$ cat src/pn2d_pkg.sv
// Package: shared constants, types and trig table function for the 2D noise block.
package pn2d_pkg;
   localparam int FracBits = 16;
   localparam int TrigBits = 10;
   localparam int QBits    = TrigBits - 2;
   localparam int TrigSize = 1 << TrigBits;
   localparam int QSize    = 1 << QBits;

   localparam logic [31:0] HashK1 = 32'd3284157443;
   localparam logic [31:0] HashK2 = 32'd1911520717;
   localparam logic [31:0] HashK3 = 32'd2048419325;

   localparam logic [63:0] PolyC1 = 64'd1686629713;
   localparam logic [63:0] PolyC3 = 64'd693598668;
   localparam logic [63:0] PolyC5 = 64'd85569306;
   localparam logic [63:0] PolyC7 = 64'd5026995;
   localparam logic [63:0] PolyC9 = 64'd172272;

   localparam logic [15:0] SeedReset = 16'd255;

   typedef logic signed [15:0] q15_type;
   typedef logic [15:0] qwave_type [QSize];

   // quarter-wave sine, only evaluated at elaboration to fill the constant table
   function automatic logic [15:0] quarter_sine(input logic [63:0] t);
      logic [63:0] t2;
      logic [63:0] acc;
      logic [63:0] v;
      t2  = (t * t) >> 16;
      acc = PolyC9;
      acc = PolyC7 - ((acc * t2) >> 16);
      acc = PolyC5 - ((acc * t2) >> 16);
      acc = PolyC3 - ((acc * t2) >> 16);
      acc = PolyC1 - ((acc * t2) >> 16);
      v   = (acc * t) >> 16;
      v   = (v + 64'd16384) >> 15;
      if (v > 64'd32767) v = 64'd32767;
      return v[15:0];
   endfunction

   function automatic qwave_type build_qwave();
      qwave_type tab;
      for (int i = 0; i < QSize; i++) tab[i] = quarter_sine(64'(i) << (16 - QBits));
      return tab;
   endfunction

   localparam qwave_type   QWave = build_qwave();
   // quarter-wave value at exactly a quarter turn
   localparam logic [15:0] QPeak = quarter_sine(64'(QSize) << (16 - QBits));

   function automatic q15_type table_sine(input logic [TrigBits-1:0] k);
      logic [1:0]     quad;
      logic [QBits:0] r;
      logic [15:0]    s;
      quad = k[TrigBits-1 -: 2];
      r    = {1'b0, k[QBits-1:0]};
      if (quad[0]) r = (QBits+1)'(1 << QBits) - r;
      s = r[QBits] ? QPeak : QWave[r[QBits-1:0]];
      return quad[1] ? -$signed(s) : $signed(s);
   endfunction

   typedef struct packed {
      logic signed [31:0] x0;
      logic signed [31:0] y0;
      logic [FracBits-1:0] fx;
      logic [FracBits-1:0] fy;
   } point_type;
endpackage

$ cat src/pn2d_lerp.sv
// Registered linear interpolation n0 + floor((n1-n0)*w / 2^FracBits).
module pn2d_lerp import pn2d_pkg::*; (
   input  logic                clock,
   input  logic                adv,
   input  logic signed [31:0]  n0,
   input  logic signed [31:0]  n1,
   input  logic [FracBits-1:0] w,
   output logic signed [31:0]  res_ff
);
   logic signed [32:0] diff;
   logic signed [FracBits+33:0] prod;
   assign diff = {n0[31], n0} - {n1[31], n1};
   assign prod = (-diff) * $signed({1'b0, w});
   always_ff @(posedge clock) begin
      if (adv) res_ff <= n0 + 32'(prod >>> FracBits);
   end
endmodule

$ cat config.mk
export PLATFORM = sky130hd
export DESIGN_NAME = pn2d_lerp
export DESIGN_NICKNAME = d
export VERILOG_FILES = /design/src/pn2d_pkg.sv /design/src/pn2d_lerp.sv
export SDC_FILE = /design/constraint.sdc
export NUM_CORES = 1
export LEC_CHECK = 0
export ABC_CLOCK_PERIOD_IN_PS = 10000
export BUFFER_PORTS_ARGS = -buffer_cell sky130_fd_sc_hd__buf_4
export CORE_UTILIZATION = 60
export CTS_BUF_LIST = sky130_fd_sc_hd__clkbuf_4
export DETAILED_ROUTE_END_ITERATION = 10
export HOLD_SLACK_MARGIN = 0.15
export PLACE_DENSITY = 0.82
export SLEW_MARGIN = 20
export SYNTH_ARGS = -nofsm -noshare
export SYNTH_HDL_FRONTEND = slang
export SYNTH_SLANG_ARGS = --single-unit
$ cat constraint.sdc
create_clock -name clock -period 10 [get_ports clock]
set_input_delay 0.5 -clock clock [delete_from_list [all_inputs] [get_ports clock]]
set_output_delay 0.5 -clock clock [all_outputs]
set_load 0.03 [all_outputs]
# == After elaboration in Yosys (flattened, before gate mapping) ==
# Cells that the tools add are included.
# W data, S select, Z words.
# totals
word_cells,5
out_inout_bits,32
mem_bits_rw,0
mem_bits_ro,0
mem_count,0
input_bits,82
latch_bits,0
ff_bits,32
# classes
add_sub_neg,3
n_reduce_logical,0
n_lt_le_gt_ge,0
div_mod_pow,0
n_eq_ne,0
muxes,0
n_bitwise,0
shift,0
multipliers,1
# ops
cell,count
$mul A50 B17 Y48,1
$neg A33 Y50,1
$sub A32 B32 Y33,1
$add A32 B32 Y32,1

# == Depth between registers and ports, before layout ==
# logic_depth
word_depth,4
mapped_depth,47
mapped_depth_nobuf,45

# == Least setup slack after synthesis ==
# No wires, ideal clock.
# synth_timing
kind,input to register
startpoint,input n1[0]
endpoint,"register res_ff[30], data pin"
required_ns,9.742
setup_slack_ns,-0.024
cell_stages,44
setup_ns,0.258
arrival_ns,9.766
n_path_buf,1
cell_sequence,inv_1 > ha_1 > fa_1 > nand2b_1 > a211oi_1 > nor2_1 > a21oi_1 > and2_1 > a211o_1 > nand3_1 > a31oi_1 > buf_2 > nand2_1 > fa_1 > fa_1 > fa_1 > inv_1 > fa_1 > (+8 left out) > a211oi_1 > a21oi_1 > o21ai_0 > o41ai_1 > nor2b_1 > nor2_1 > xnor2_1 > ha_1 > a21o_1 > a21o_1 > a21o_1 > a21o_1 > o211ai_1 > a21oi_1 > nor3_1 > o41ai_1 > a21oi_1 > xnor2_1
# synth_between
elab_chain_len,4
# synth_rtl
element,line_no,source
start: declaration,pn2d_lerp.sv:6,"input logic signed [31:0] n1,"
$sub A32 B32 Y33,pn2d_lerp.sv:12,"assign diff = {n0[31], n0} - {n1[31], n1};"
$neg A33 Y50,pn2d_lerp.sv:13,"assign prod = (-diff) * $signed({1'b0, w});"
$mul A50 B17 Y48,pn2d_lerp.sv:13,
$add A32 B32 Y32,pn2d_lerp.sv:15,if (adv) res_ff <= n0 + 32'(prod >>> FracBits);
end signal: assignment,pn2d_lerp.sv:15,
end: declaration,pn2d_lerp.sv:8,output logic signed [31:0] res_ff
# No other way between the ends.
# A chain may end at the register's enable or synchronous reset.

# == Worst setup path in the final report ==
# layout_timing
startpoint,input n0[1]
endpoint,"register res_ff[30], data pin"
# layout_between
elab_chain_len,4
# layout_rtl
element,line_no,source
start: declaration,pn2d_lerp.sv:5,"input logic signed [31:0] n0,"
$sub A32 B32 Y33,pn2d_lerp.sv:12,
$neg A33 Y50,pn2d_lerp.sv:13,
$mul A50 B17 Y48,pn2d_lerp.sv:13,
$add A32 B32 Y32 *,pn2d_lerp.sv:15,
# Mark *: on every way between the ends. The rest lies on a longest branch, timed or not.

==> flow_summary.json <==
{
  "io_pins": 114,
  "grt_max_degree": 48,
  "synth_area_leaders": "fa_1, inv_1, ha_1, and2_1, nand2_1",
  "viasPerCell": 5.462,
  "timing.final.crit_share_pct": 99.87,
  "yosysWarnings": 0,
  "yosysMostFrequentCell": "inv_1",
  "coreArea_um2": 37930,
  "die_w_um": 199.0,
  "cpLargestDelayFamily": "adder cells",
  "synth_cell_types": 60,
  "cp.required_ps": 10110,
  "fill_cells": 2670,
  "initialDrtViolationCount": 1269,
  "clock_path_buffers": 2,
  "die-area_um2": 39610,
  "area_growth_pct": 17.91,
  "cts_root_buffer": "clkbuf_4",
  "reg.largest.list": "res_ff x32",
  "hold_buffers": 0,
  "largest_register_ff_count": 32,
  "ys_top_cells_by_count": "inv_1, fa_1, nand2_1",
  "drive_above_1_share_pct": 18.29,
  "synth_fp_nets": 3489,
  "htree_levels": 2,
  "run_status": "finished clean",
  "clkTransAtPathRegs_ps": 110,
  "synth-edff-count": 32,
  "netlist_area_um2": 23290,
  "whs_ps": 553.6,
  "grt_pass1_vias": 21250,
  "tightest_slew_ps": 725.9,
  "io_buffers": 113,
  "drt_drc_violations_left": 0,
  "pre_cts_slack_ps": -1123,
  "endpoint_kind": "flop",
  "chipHeight_um": 199.0,
  "max_stage_delay_ps": 530,
  "drt-wirelength-per-cell_um": 18.44,
  "path_max_fanout": 3,
  "worst-setup-path-type": "in -> reg",
  "synth_top_area_share_pct": 45.39,
  "grtUsageTotal_pct": 33.17,
  "rsz0062_at_grt": "yes",
  "overflow": 0,
  "hold_violations": 0,
  "worst-path-buf-inv": 11,
  "slew_headroom_pct": 51.61,
  "synth-async-reset-ratio_pct": 0,
  "yosysTopAreaCell": "fa_1",
  "seqCellArea_um2": 960.9,
  "period_needed_ps": 9987,
  "multiInputGateArea_um2": 19840,
  "grt_antenna_before_repair": 1,
  "rows": 71,
  "dpl.hpwl_um": 50830,
  "routed_wl_um": 64830,
  "cts_sinks": 32,
  "grt_pass1_wl_um": 101800,
  "arrival_ps": 10100,
  "syn_area_per_cell_um2": 8.626,
  "crit_slowest_cell": "fa_1",
  "slew_viol_final": 0,
  "num_vias": 19200,
  "gp_congestion": 0.9127,
  "start_util_pct": 61.40,
  "fin_ws_ps": 12.92,
  "synth_seq_area_share_pct": 4.126,
  "firstDrtPassIters": 8,
  "hp-class": "in -> reg",
  "maxCapViolations": 0,
  "synthCells": 2700,
  "finalSetupViolations": 0,
  "ant_nets": 0,
  "crit_top_cell": "fa_1",
  "fin_nets": 3790,
  "cts_tree": "done",
  "ys.flop_type": "edfxtp_1",
  "fmax_ghz": 0.1001,
  "numCtsBuffers": 5,
  "top_register": "res_ff",
  "synth-seq-cells": 32,
  "startpoint_type": "input port"
}
## placed cells by master (no fill, tap or decap), types with 7 or more instances in the layout
| master | synthesis | routed |
|---|---|---|
| inv_1 | 749 | 744 |
| fa_1 | 528 | 518 |
| buf_4 | 1 | 392 |
| nand2_1 | 345 | 339 |
| and2_1 | 252 | 246 |
| ha_1 | 179 | 165 |
| xnor2_1 | 84 | 78 |
| a21oi_1 | 72 | 50 |
| nor2_1 | 46 | 42 |
| nor2b_1 | 33 | 33 |
| a21o_1 | 33 | 32 |
| edfxtp_1 | 32 | 32 |
| xor2_1 | 27 | 26 |
| nand2b_1 | 23 | 22 |
| nand3_1 | 22 | 17 |
| a21oi_2 | 3 | 17 |
| o21ai_0 | 27 | 16 |
| ha_4 | 0 | 11 |
| and3_1 | 10 | 10 |
| fa_2 | 0 | 10 |
| o21bai_1 | 9 | 9 |
| nor3_1 | 10 | 9 |
| o21ai_1 | 5 | 8 |
| a21oi_4 | 0 | 8 |
| o211ai_1 | 8 | 8 |
| buf_6 | 0 | 8 |
| a211oi_1 | 14 | 7 |
| o21a_1 | 7 | 7 |
| o21ai_2 | 2 | 7 |
## area by class of cell
type / instances / area share (%)
Inverter: 749 / 10.25
Antenna cell: 2 / 0.01822
Tap cell: 511 / 2.328
Clock buffer: 6 / 0.1640
Timing Repair Buffer: 405 / 11.36
Multi-Input combinational cell: 1808 / 72.26
Clock inverter: 2 / 0.1276
Sequential cell: 32 / 3.499
## what timing repair did
item                       4_1_cts  5_1_grt
buffers inserted                 3       32
setup endpoints to repair       15       16
gates cloned                     0        2
pin swaps                       13      132
resized for setup               27      136
## per-stage QoR
stage          util [%]  TNS [ps]  instance area, um^2  instances
6_report          72.40         0                27460       3515
5_1_grt           72.38     -2504                27460       3513
2_1_floorplan         -         0                23300       2700
3_3_place_gp      69.36     -5293                26310       3471
3_5_place_dp      69.36    -11760                26310       3471
4_1_cts           69.95    -8.417                26530       3482
## path summary, 6_finish.rpt
check	startpoint	to	depth (start not counted)
setup / recovery	n0[1]	res_ff[30]$_DFFE_PP_	47
hold / removal	n0[0]	res_ff[0]$_DFFE_PP_	3
## cells by family after synthesis
family | after synthesis | synth area share (%)
xor gates and xnor gates | 114 | 4.384
buffers and inverters | 860 | 13.92
adders and majority gates | 707 | 55.00
AOI/OAI and AO/OA | 227 | 6.479
DFF | 32 | 4.126
and+or+nand+nor | 760 | 16.09
## routing by layer
metal / up-vias / GRT usage (%) / share of wire [%]
li1: 8448 / - / -
met1: 9666 / 37.92 / 35
met2: 808 / 60.36 / 52
met3: 276 / 3.950 / 6.3
met4: 0 / 17.75 / 6.0
met5: - / 0 / 0
Power is not shown: default switching activity piles up to over one toggle a cycle in this logic, so the estimate is an artifact.
