### src/pn2d_pkg.sv
// Package: shared constants, types and trig table function for the 2D noise block.
package pn2d_pkg;
   localparam int FracBits = 16;
   localparam int TrigBits = 10;
   localparam int QBits    = TrigBits - 2;
   localparam int TrigSize = 1 << TrigBits;
   localparam int QSize    = 1 << QBits;

   localparam logic [31:0] HashK1 = 32'd3284157443;
   localparam logic [31:0] HashK2 = 32'd1911520717;
   localparam logic [31:0] HashK3 = 32'd2048419325;

   localparam logic [63:0] PolyC1 = 64'd1686629713;
   localparam logic [63:0] PolyC3 = 64'd693598668;
   localparam logic [63:0] PolyC5 = 64'd85569306;
   localparam logic [63:0] PolyC7 = 64'd5026995;
   localparam logic [63:0] PolyC9 = 64'd172272;

   localparam logic [15:0] SeedReset = 16'd255;

   typedef logic signed [15:0] q15_type;
   typedef logic [15:0] qwave_type [QSize];

   // quarter-wave sine, only evaluated at elaboration to fill the constant table
   function automatic logic [15:0] quarter_sine(input logic [63:0] t);
      logic [63:0] t2;
      logic [63:0] acc;
      logic [63:0] v;
      t2  = (t * t) >> 16;
      acc = PolyC9;
      acc = PolyC7 - ((acc * t2) >> 16);
      acc = PolyC5 - ((acc * t2) >> 16);
      acc = PolyC3 - ((acc * t2) >> 16);
      acc = PolyC1 - ((acc * t2) >> 16);
      v   = (acc * t) >> 16;
      v   = (v + 64'd16384) >> 15;
      if (v > 64'd32767) v = 64'd32767;
      return v[15:0];
   endfunction

   function automatic qwave_type build_qwave();
      qwave_type tab;
      for (int i = 0; i < QSize; i++) tab[i] = quarter_sine(64'(i) << (16 - QBits));
      return tab;
   endfunction

   localparam qwave_type   QWave = build_qwave();
   // quarter-wave value at exactly a quarter turn
   localparam logic [15:0] QPeak = quarter_sine(64'(QSize) << (16 - QBits));

   function automatic q15_type table_sine(input logic [TrigBits-1:0] k);
      logic [1:0]     quad;
      logic [QBits:0] r;
      logic [15:0]    s;
      quad = k[TrigBits-1 -: 2];
      r    = {1'b0, k[QBits-1:0]};
      if (quad[0]) r = (QBits+1)'(1 << QBits) - r;
      s = r[QBits] ? QPeak : QWave[r[QBits-1:0]];
      return quad[1] ? -$signed(s) : $signed(s);
   endfunction

   typedef struct packed {
      logic signed [31:0] x0;
      logic signed [31:0] y0;
      logic [FracBits-1:0] fx;
      logic [FracBits-1:0] fy;
   } point_type;
endpackage

### src/pn2d_corner.sv
// One corner: hash, angle, gradient lookup and dot product, five register stages.
module pn2d_corner import pn2d_pkg::*; (
   input  logic                  clock,
   input  logic                  adv,
   input  logic [31:0]           cx,
   input  logic [31:0]           cy,
   input  logic signed [FracBits:0] dx,
   input  logic signed [FracBits:0] dy,
   input  logic [15:0]           seed,
   output logic signed [31:0]    dot
);
   // stage 1: a*K1
   logic [31:0] a1_ff, b1_ff;
   logic signed [FracBits:0] dx1_ff, dy1_ff, dx2_ff, dy2_ff, dx3_ff, dy3_ff,
                             dx4_ff, dy4_ff;
   // stage 2: b*K2
   logic [31:0] a2_ff, b2_ff;
   // stage 3: a*K3
   logic [31:0] a3_ff;
   // stage 4: angle
   logic [31:0] ang_ff;
   // stage 5: products
   logic signed [FracBits+16:0] pc_ff, ps_ff;
   logic signed [FracBits+17:0] sum;
   logic [31:0] b_x, a_x;
   logic [TrigBits-1:0] k, kc;

   assign b_x = b1_ff ^ {a1_ff[15:0], a1_ff[31:16]};
   assign a_x = a2_ff ^ {b2_ff[15:0], b2_ff[31:16]};
   assign k   = ang_ff[31 -: TrigBits];
   assign kc  = k + TrigBits'(1 << QBits);

   always_ff @(posedge clock) begin
      if (adv) begin
         a1_ff  <= 32'(cx * HashK1);
         b1_ff  <= cy;
         dx1_ff <= dx;  dy1_ff <= dy;
         a2_ff  <= a1_ff;
         b2_ff  <= 32'(b_x * HashK2);
         dx2_ff <= dx1_ff; dy2_ff <= dy1_ff;
         a3_ff  <= 32'(a_x * HashK3);
         dx3_ff <= dx2_ff; dy3_ff <= dy2_ff;
         ang_ff <= 32'(a3_ff * {16'd0, seed});
         dx4_ff <= dx3_ff; dy4_ff <= dy3_ff;
         pc_ff  <= dx4_ff * table_sine(kc);
         ps_ff  <= dy4_ff * table_sine(k);
      end
   end

   assign sum = {pc_ff[FracBits+16], pc_ff} + {ps_ff[FracBits+16], ps_ff};
   assign dot = 32'(sum >>> FracBits);
endmodule

### config.mk
export PLATFORM = sky130hd
export DESIGN_NAME = pn2d_corner
export DESIGN_NICKNAME = d
export VERILOG_FILES = /design/src/pn2d_pkg.sv /design/src/pn2d_corner.sv
export SDC_FILE = /design/constraint.sdc
export NUM_CORES = 2
export LEC_CHECK = 0
export ABC_CLOCK_PERIOD_IN_PS = 26900
export BUFFER_PORTS_ARGS = -buffer_cell sky130_fd_sc_hd__buf_2
export CAP_MARGIN = 20
export CELL_PAD_IN_SITES_DETAIL_PLACEMENT = 1
export CELL_PAD_IN_SITES_GLOBAL_PLACEMENT = 1
export CORE_MARGIN = 1
export CORE_UTILIZATION = 56
export DETAILED_ROUTE_END_ITERATION = 6
export PLACE_DENSITY_LB_ADDON = 0.12
export SYNTH_ARGS = -nofsm -noshare
export SYNTH_HDL_FRONTEND = slang
export SYNTH_SLANG_ARGS = --single-unit
### constraint.sdc
create_clock -name clock -period 26.9 [get_ports clock]
set_input_delay 2.69 -clock clock [delete_from_list [all_inputs] [get_ports clock]]
set_output_delay 2.69 -clock clock [all_outputs]
set_load 0.05 [all_outputs]
* Word-level counts from Yosys, hierarchy flattened
Memories as Yosys holds them, arrays and structs flattened.
Cells that the tools add are included.
** Word-level totals
- Bits in registers :: 394
- Memory bits (read-only) :: 8192
- Input port bits :: 116
- Memories kept :: 2
** Cells by class
- $add $sub $neg :: 6
- Multiply operators :: 6
- Order comparisons :: 2
- Muxes and demuxes :: 12
- Bitwise logic cells :: 4
** Memories
- (no name shown) :: words 256, bits a word 16, rd ports 1, clocked after Yosys merged registers in 0, wr ports 0, RTL line pn2d_pkg.sv:58 : s = r[QBits] ? QPeak : QWave[r[QBits-1:0]];
- (no name shown) :: words 256, bits a word 16, rd ports 1, clocked after Yosys merged registers in 0, wr ports 0, RTL line pn2d_pkg.sv:58
** Operators by type and width (count)
- two-way mux 16 bit :: 8
- multiplier 32 x 31 -> 32 bit, second input constant :: 3
- multiplier 17 x 16 -> 33 bit :: 2
- XOR 32 bit :: 2
- two-way mux 9 bit :: 4
- adder 33 x 33 -> 34 bit :: 1
- multiplier 32 x 16 -> 32 bit :: 1
- negator 16 bit :: 2
- >= comparator 9 bit, second input constant :: 2
- NOT 8 -> 9 bit :: 2
- subtractor 9 x 8 -> 9 bit, first input constant :: 2
- adder 10 x 9 -> 10 bit, second input constant :: 1

* Depth between registers and ports, before layout
- Depth in word-level cells :: 12
- Depth in mapped cells :: 52

* Worst setup path after synthesis
OpenSTA, ideal clock, no wires.
- Path kind :: register -> register
- Start point :: register ang_ff[22]
- End point :: register pc_ff[30], data pin
- Library setup time :: 258 ps
- Arrival time :: 11652 ps
- Data required time :: 26642 ps
- Path slack :: 14991 ps
- Stages on the path, launching flop included :: 47
- Path buffers :: 8
- Period minus slack after synthesis :: 11909 ps
- Path through :: edfxtp_1 -> buf_2 -> inv_1 -> clkbuf_1 -> clkbuf_1 -> ha_1 -> mux2_2 -> clkbuf_1 -> ha_1 -> clkbuf_1 -> nor2_1 -> or3_1 -> o211a_1 -> o2111ai_1 -> o211ai_1 -> a32oi_2 -> clkbuf_1 -> ha_1 -> [... 11 more ...] -> inv_1 -> fa_1 -> fa_1 -> inv_1 -> fa_1 -> inv_1 -> ha_1 -> and3_1 -> a22o_1 -> or4_1 -> a2111oi_0 -> nor3_1 -> a31o_2 -> a21oi_1 -> o21ai_0 -> o21a_1 -> nor2_1 -> xnor2_1
** On the way
- Word-level cells in the longest chain between the ends :: 12
** RTL lines
- start, declared :: RTL line pn2d_corner.sv:21 : logic [31:0] ang_ff;
- start signal, assigned :: RTL line pn2d_corner.sv:43 : ang_ff <= 32'(a3_ff * {16'd0, seed});
- adder 10 x 9 -> 10 bit (*) :: RTL line pn2d_corner.sv:31 : assign kc = k + TrigBits'(1 << QBits);
- subtractor 9 x 8 -> 9 bit :: RTL line pn2d_pkg.sv:57 : if (quad[0]) r = (QBits+1)'(1 << QBits) - r;
- two-way mux 9 bit :: RTL line pn2d_pkg.sv:57
- two-way mux 9 bit :: RTL line pn2d_corner.sv:34 : if (adv) begin
- NOT 8 -> 9 bit (not written as such) :: RTL line pn2d_pkg.sv:58
- memory (256 x 16 bit)
- two-way mux 16 bit (not written as such) (2 in a row) :: RTL line pn2d_pkg.sv:58
- two-way mux 16 bit :: RTL line pn2d_pkg.sv:58
- negator 16 bit :: RTL line pn2d_pkg.sv:59 : return quad[1] ? -$signed(s) : $signed(s);
- two-way mux 16 bit (*) :: RTL line pn2d_pkg.sv:59
- multiplier 17 x 16 -> 33 bit (*) :: RTL line pn2d_corner.sv:45 : pc_ff <= dx4_ff * table_sine(kc);
- end signal, assigned :: RTL line pn2d_corner.sv:45
- end, declared :: RTL line pn2d_corner.sv:23 : logic signed [FracBits+16:0] pc_ff, ps_ff;
Every way passes the cells marked *; elsewhere a longest branch is shown, timed or not. The select of a mux whose other input is x is not followed.
A chain may end at the register's enable or synchronous reset.

* Worst setup path in the final report
- Start point :: register ang_ff[23]
- End point :: register pc_ff[30], data pin
Same word-level chain as after synthesis.

==> reports/metrics.yaml <==
clock-skew-final_ns: 0.0517
crit_end: "pc_ff[30]"
startpoint_type: "flip-flop"
r2r_cells: 38
finalSetupTns_ns: 0
final_hold_viol_count: 0
violations: "DRC"
initialDrtViolationCount: 5367
syn_area_per_cell_um2: 9.61
gp_congestion: 0.992
num_vias: 61600
synth_async_sr_flop_share: 0
startpoint: "ang_ff[23]"
reg2reg_slack_ns: 12.94
finalCritPeriodShare: 0.519
clock_latency_ns: 0.66
r2r-start: "ang_ff[23]"
die_w_um: 376
portBuffers: 147
drc: 6
htreeDepth: 2
clk_pin_slew_worst_paths_ns: 0.07
synth_area_leaders: "fa_1 (35%), edfxtp_1 (14%), ha_1 (13%)"
worstHoldStart: "dy2_ff[12]"
cts_tree: "yes"
endpoint_kind: "flip-flop"
syn_inst: 8134
grt_antenna_before_repair: 19
wl_per_cell_um: 28.1
clockBufferDepth: 3
cpMaxStageDelayCell: "ha_1"
synth.most_common_cell: "inv_1"
area_growth_pct: 5.05
start_util: 0.566
synth_edf_count: 372
netlist_area_um2: 78200
critPathKind: "flip-flop to flip-flop"
wl_um: 282000
max_stage_delay_ns: 0.96
drive_gt1_frac: 0.0561
postRouteAntennaNets: 0
syn_nets: 10500
coreArea_um2: 138000
fin_nets: 10400
fmax_mhz: 71.6
rsz0062_at_grt: "false"
worst_path_most_repeated_cell: "fa_1"
worstMarginPinSlew_ns: 1.24
cts_sinks: 372
grt_first_pass_wirelength_um: 428000
outcome: "complete, but fails checks"
worstPathMaxFanout: 21
cts_resized: 0
cts_hold_buf: 0
cts_buffers: 43
cp_data_required_time_ns: 27.28
max-cap-violations: 0
synth_top_area_frac: 0.354
slew-limit-headroom: 0.167
rows: 136
routed_via_density: 6.16
synth.distinct_cells: 113
fp.dieArea_um2: 141000
r2r_end: "pc_ff[30]"
die_h_um: 376
min_period_ns: 13.96
grt_max_degree: 161
setup_viol: 0
postCtsSetupRepairBufs: 0
synth-main-ff-cell: "edfxtp_1"
worst_hold_path_type: "flip-flop to flip-flop"
io_pins: 148
cp.arrival_ns: 14.35
grtUsageTotal: 0.404
post-synth-top-area-cell: "fa_1"
seq_area_frac_synth: 0.143
grt_overflow: 0
ys.warnings.count: 0
drt_pre_antenna_iters: 7
synthTopCellsByCount: "inv_1 (1848), fa_1 (1384), ha_1 (822)"
root_buffer: "clkbuf_16"
synth_seq_cells: 372
maxSlewViolCount: 0
first_global_vias: 70200
hpwlAfterDp_um: 216000
==> critical path: cells and delay by family, from the launching register on <==
family                     cells  cell delay (ns)
AOI/OAI and AO/OA             11             3.47
xor gates and xnor gates       2             0.87
adders and majority gates     10             5.14
buffers and inverters          5             0.82
DFF                            1             0.85
muxes                          1             0.54
and+or+nand+nor                9             1.96
==> flip-flops by register name (all words and copies together) (netlist names), 32 cells and up <==
register and count:
b1_ff 32, pc_ff 33, a3_ff 32, ps_ff 33
b2_ff 32, a2_ff 32, a1_ff 32
==> cell families (layout without fill, tap and decap cells) <==
kind of cell	after synthesis	in the layout	synth area share
AND/OR/NAND/NOR	1771	1771	0.110
flip-flops	372	372	0.143
multiplexers	28	28	0.00384
other	0	10	0
AO/OA/AOI/OAI	1147	1147	0.100
buffers and inverters	2214	2211	0.111
adder cells (fa/ha/maj)	2206	2206	0.486
XOR/XNOR	396	396	0.0458
==> metal layers <==
layer	GRT usage	routed length, um	vias to the layer above
met4	0.203	15400	16
met2	0.669	135000	3151
met3	0.0698	22700	904
li1	-	-	25800
met5	0	116	-
met1	0.510	109000	31800
==> layout by cell type, fill, tap and decap left out, types with 23 or more instances in the layout <==
cell	Yosys	layout
o311ai_0	23	23
nand2_1	737	737
nor2_1	235	235
xnor2_1	258	255
buf_4	29	121
a21oi_1	271	268
nand2b_1	36	36
o21ai_0	202	202
edfxtp_1	372	372
buf_2	97	149
a211oi_1	66	66
ha_1	822	822
and3_1	37	37
o211ai_1	44	44
xor2_1	125	124
nor3_1	92	87
a21o_1	68	68
o31ai_1	23	23
nor2b_1	56	56
clkbuf_16	0	43
inv_1	1848	1848
fa_1	1384	1384
and2_1	358	358
o21a_1	26	26
nand3_1	95	95
o22ai_1	42	42
a31oi_1	61	60
==> how the worst min path moves through the flow <==
stage | end | slack, ns | depth (start not counted)
3_3_place_gp | dy2_ff[16] | 0.40 | 0
5_1_grt | dy3_ff[12] | 0.42 | 0
2_1_floorplan | dx2_ff[0] | 0.40 | 0
4_1_cts | dy3_ff[12] | 0.41 | 0
6_report | dy3_ff[12] | 0.41 | 0
3_5_place_dp | dy3_ff[5] | 0.41 | 0
==> layout make-up <==
cell class                      count  area (um^2)
Antenna cell                       10         25.0
Inverter                         1856         6970
Timing Repair Buffer              278         1760
Clock inverter                     31          357
Sequential cell                   372        11200
Clock buffer                       46         1090
Multi-Input combinational cell   5548        58400
Fill cell                       15300        55900
Tap cell                         1863         2330
==> through the flow <==
stage / instances / hold WS (ns) / utilization / instance area [um^2] / worst slack [ns]
after floorplan: 8134 / 0.400 / - / 78200 / 14.99
after global placement: 9905 / 0.401 / 0.584 / 80500 / 13.76
after detailed placement: 9909 / 0.405 / 0.584 / 80600 / 13.16
after CTS: 9986 / 0.413 / 0.594 / 82000 / 12.98
after global routing: 10000 / 0.417 / 0.595 / 82100 / 12.17
final: 10000 / 0.412 / 0.595 / 82100 / 12.94
Power is not shown: default switching activity piles up to over one toggle a cycle in this logic, so the estimate is an artifact.
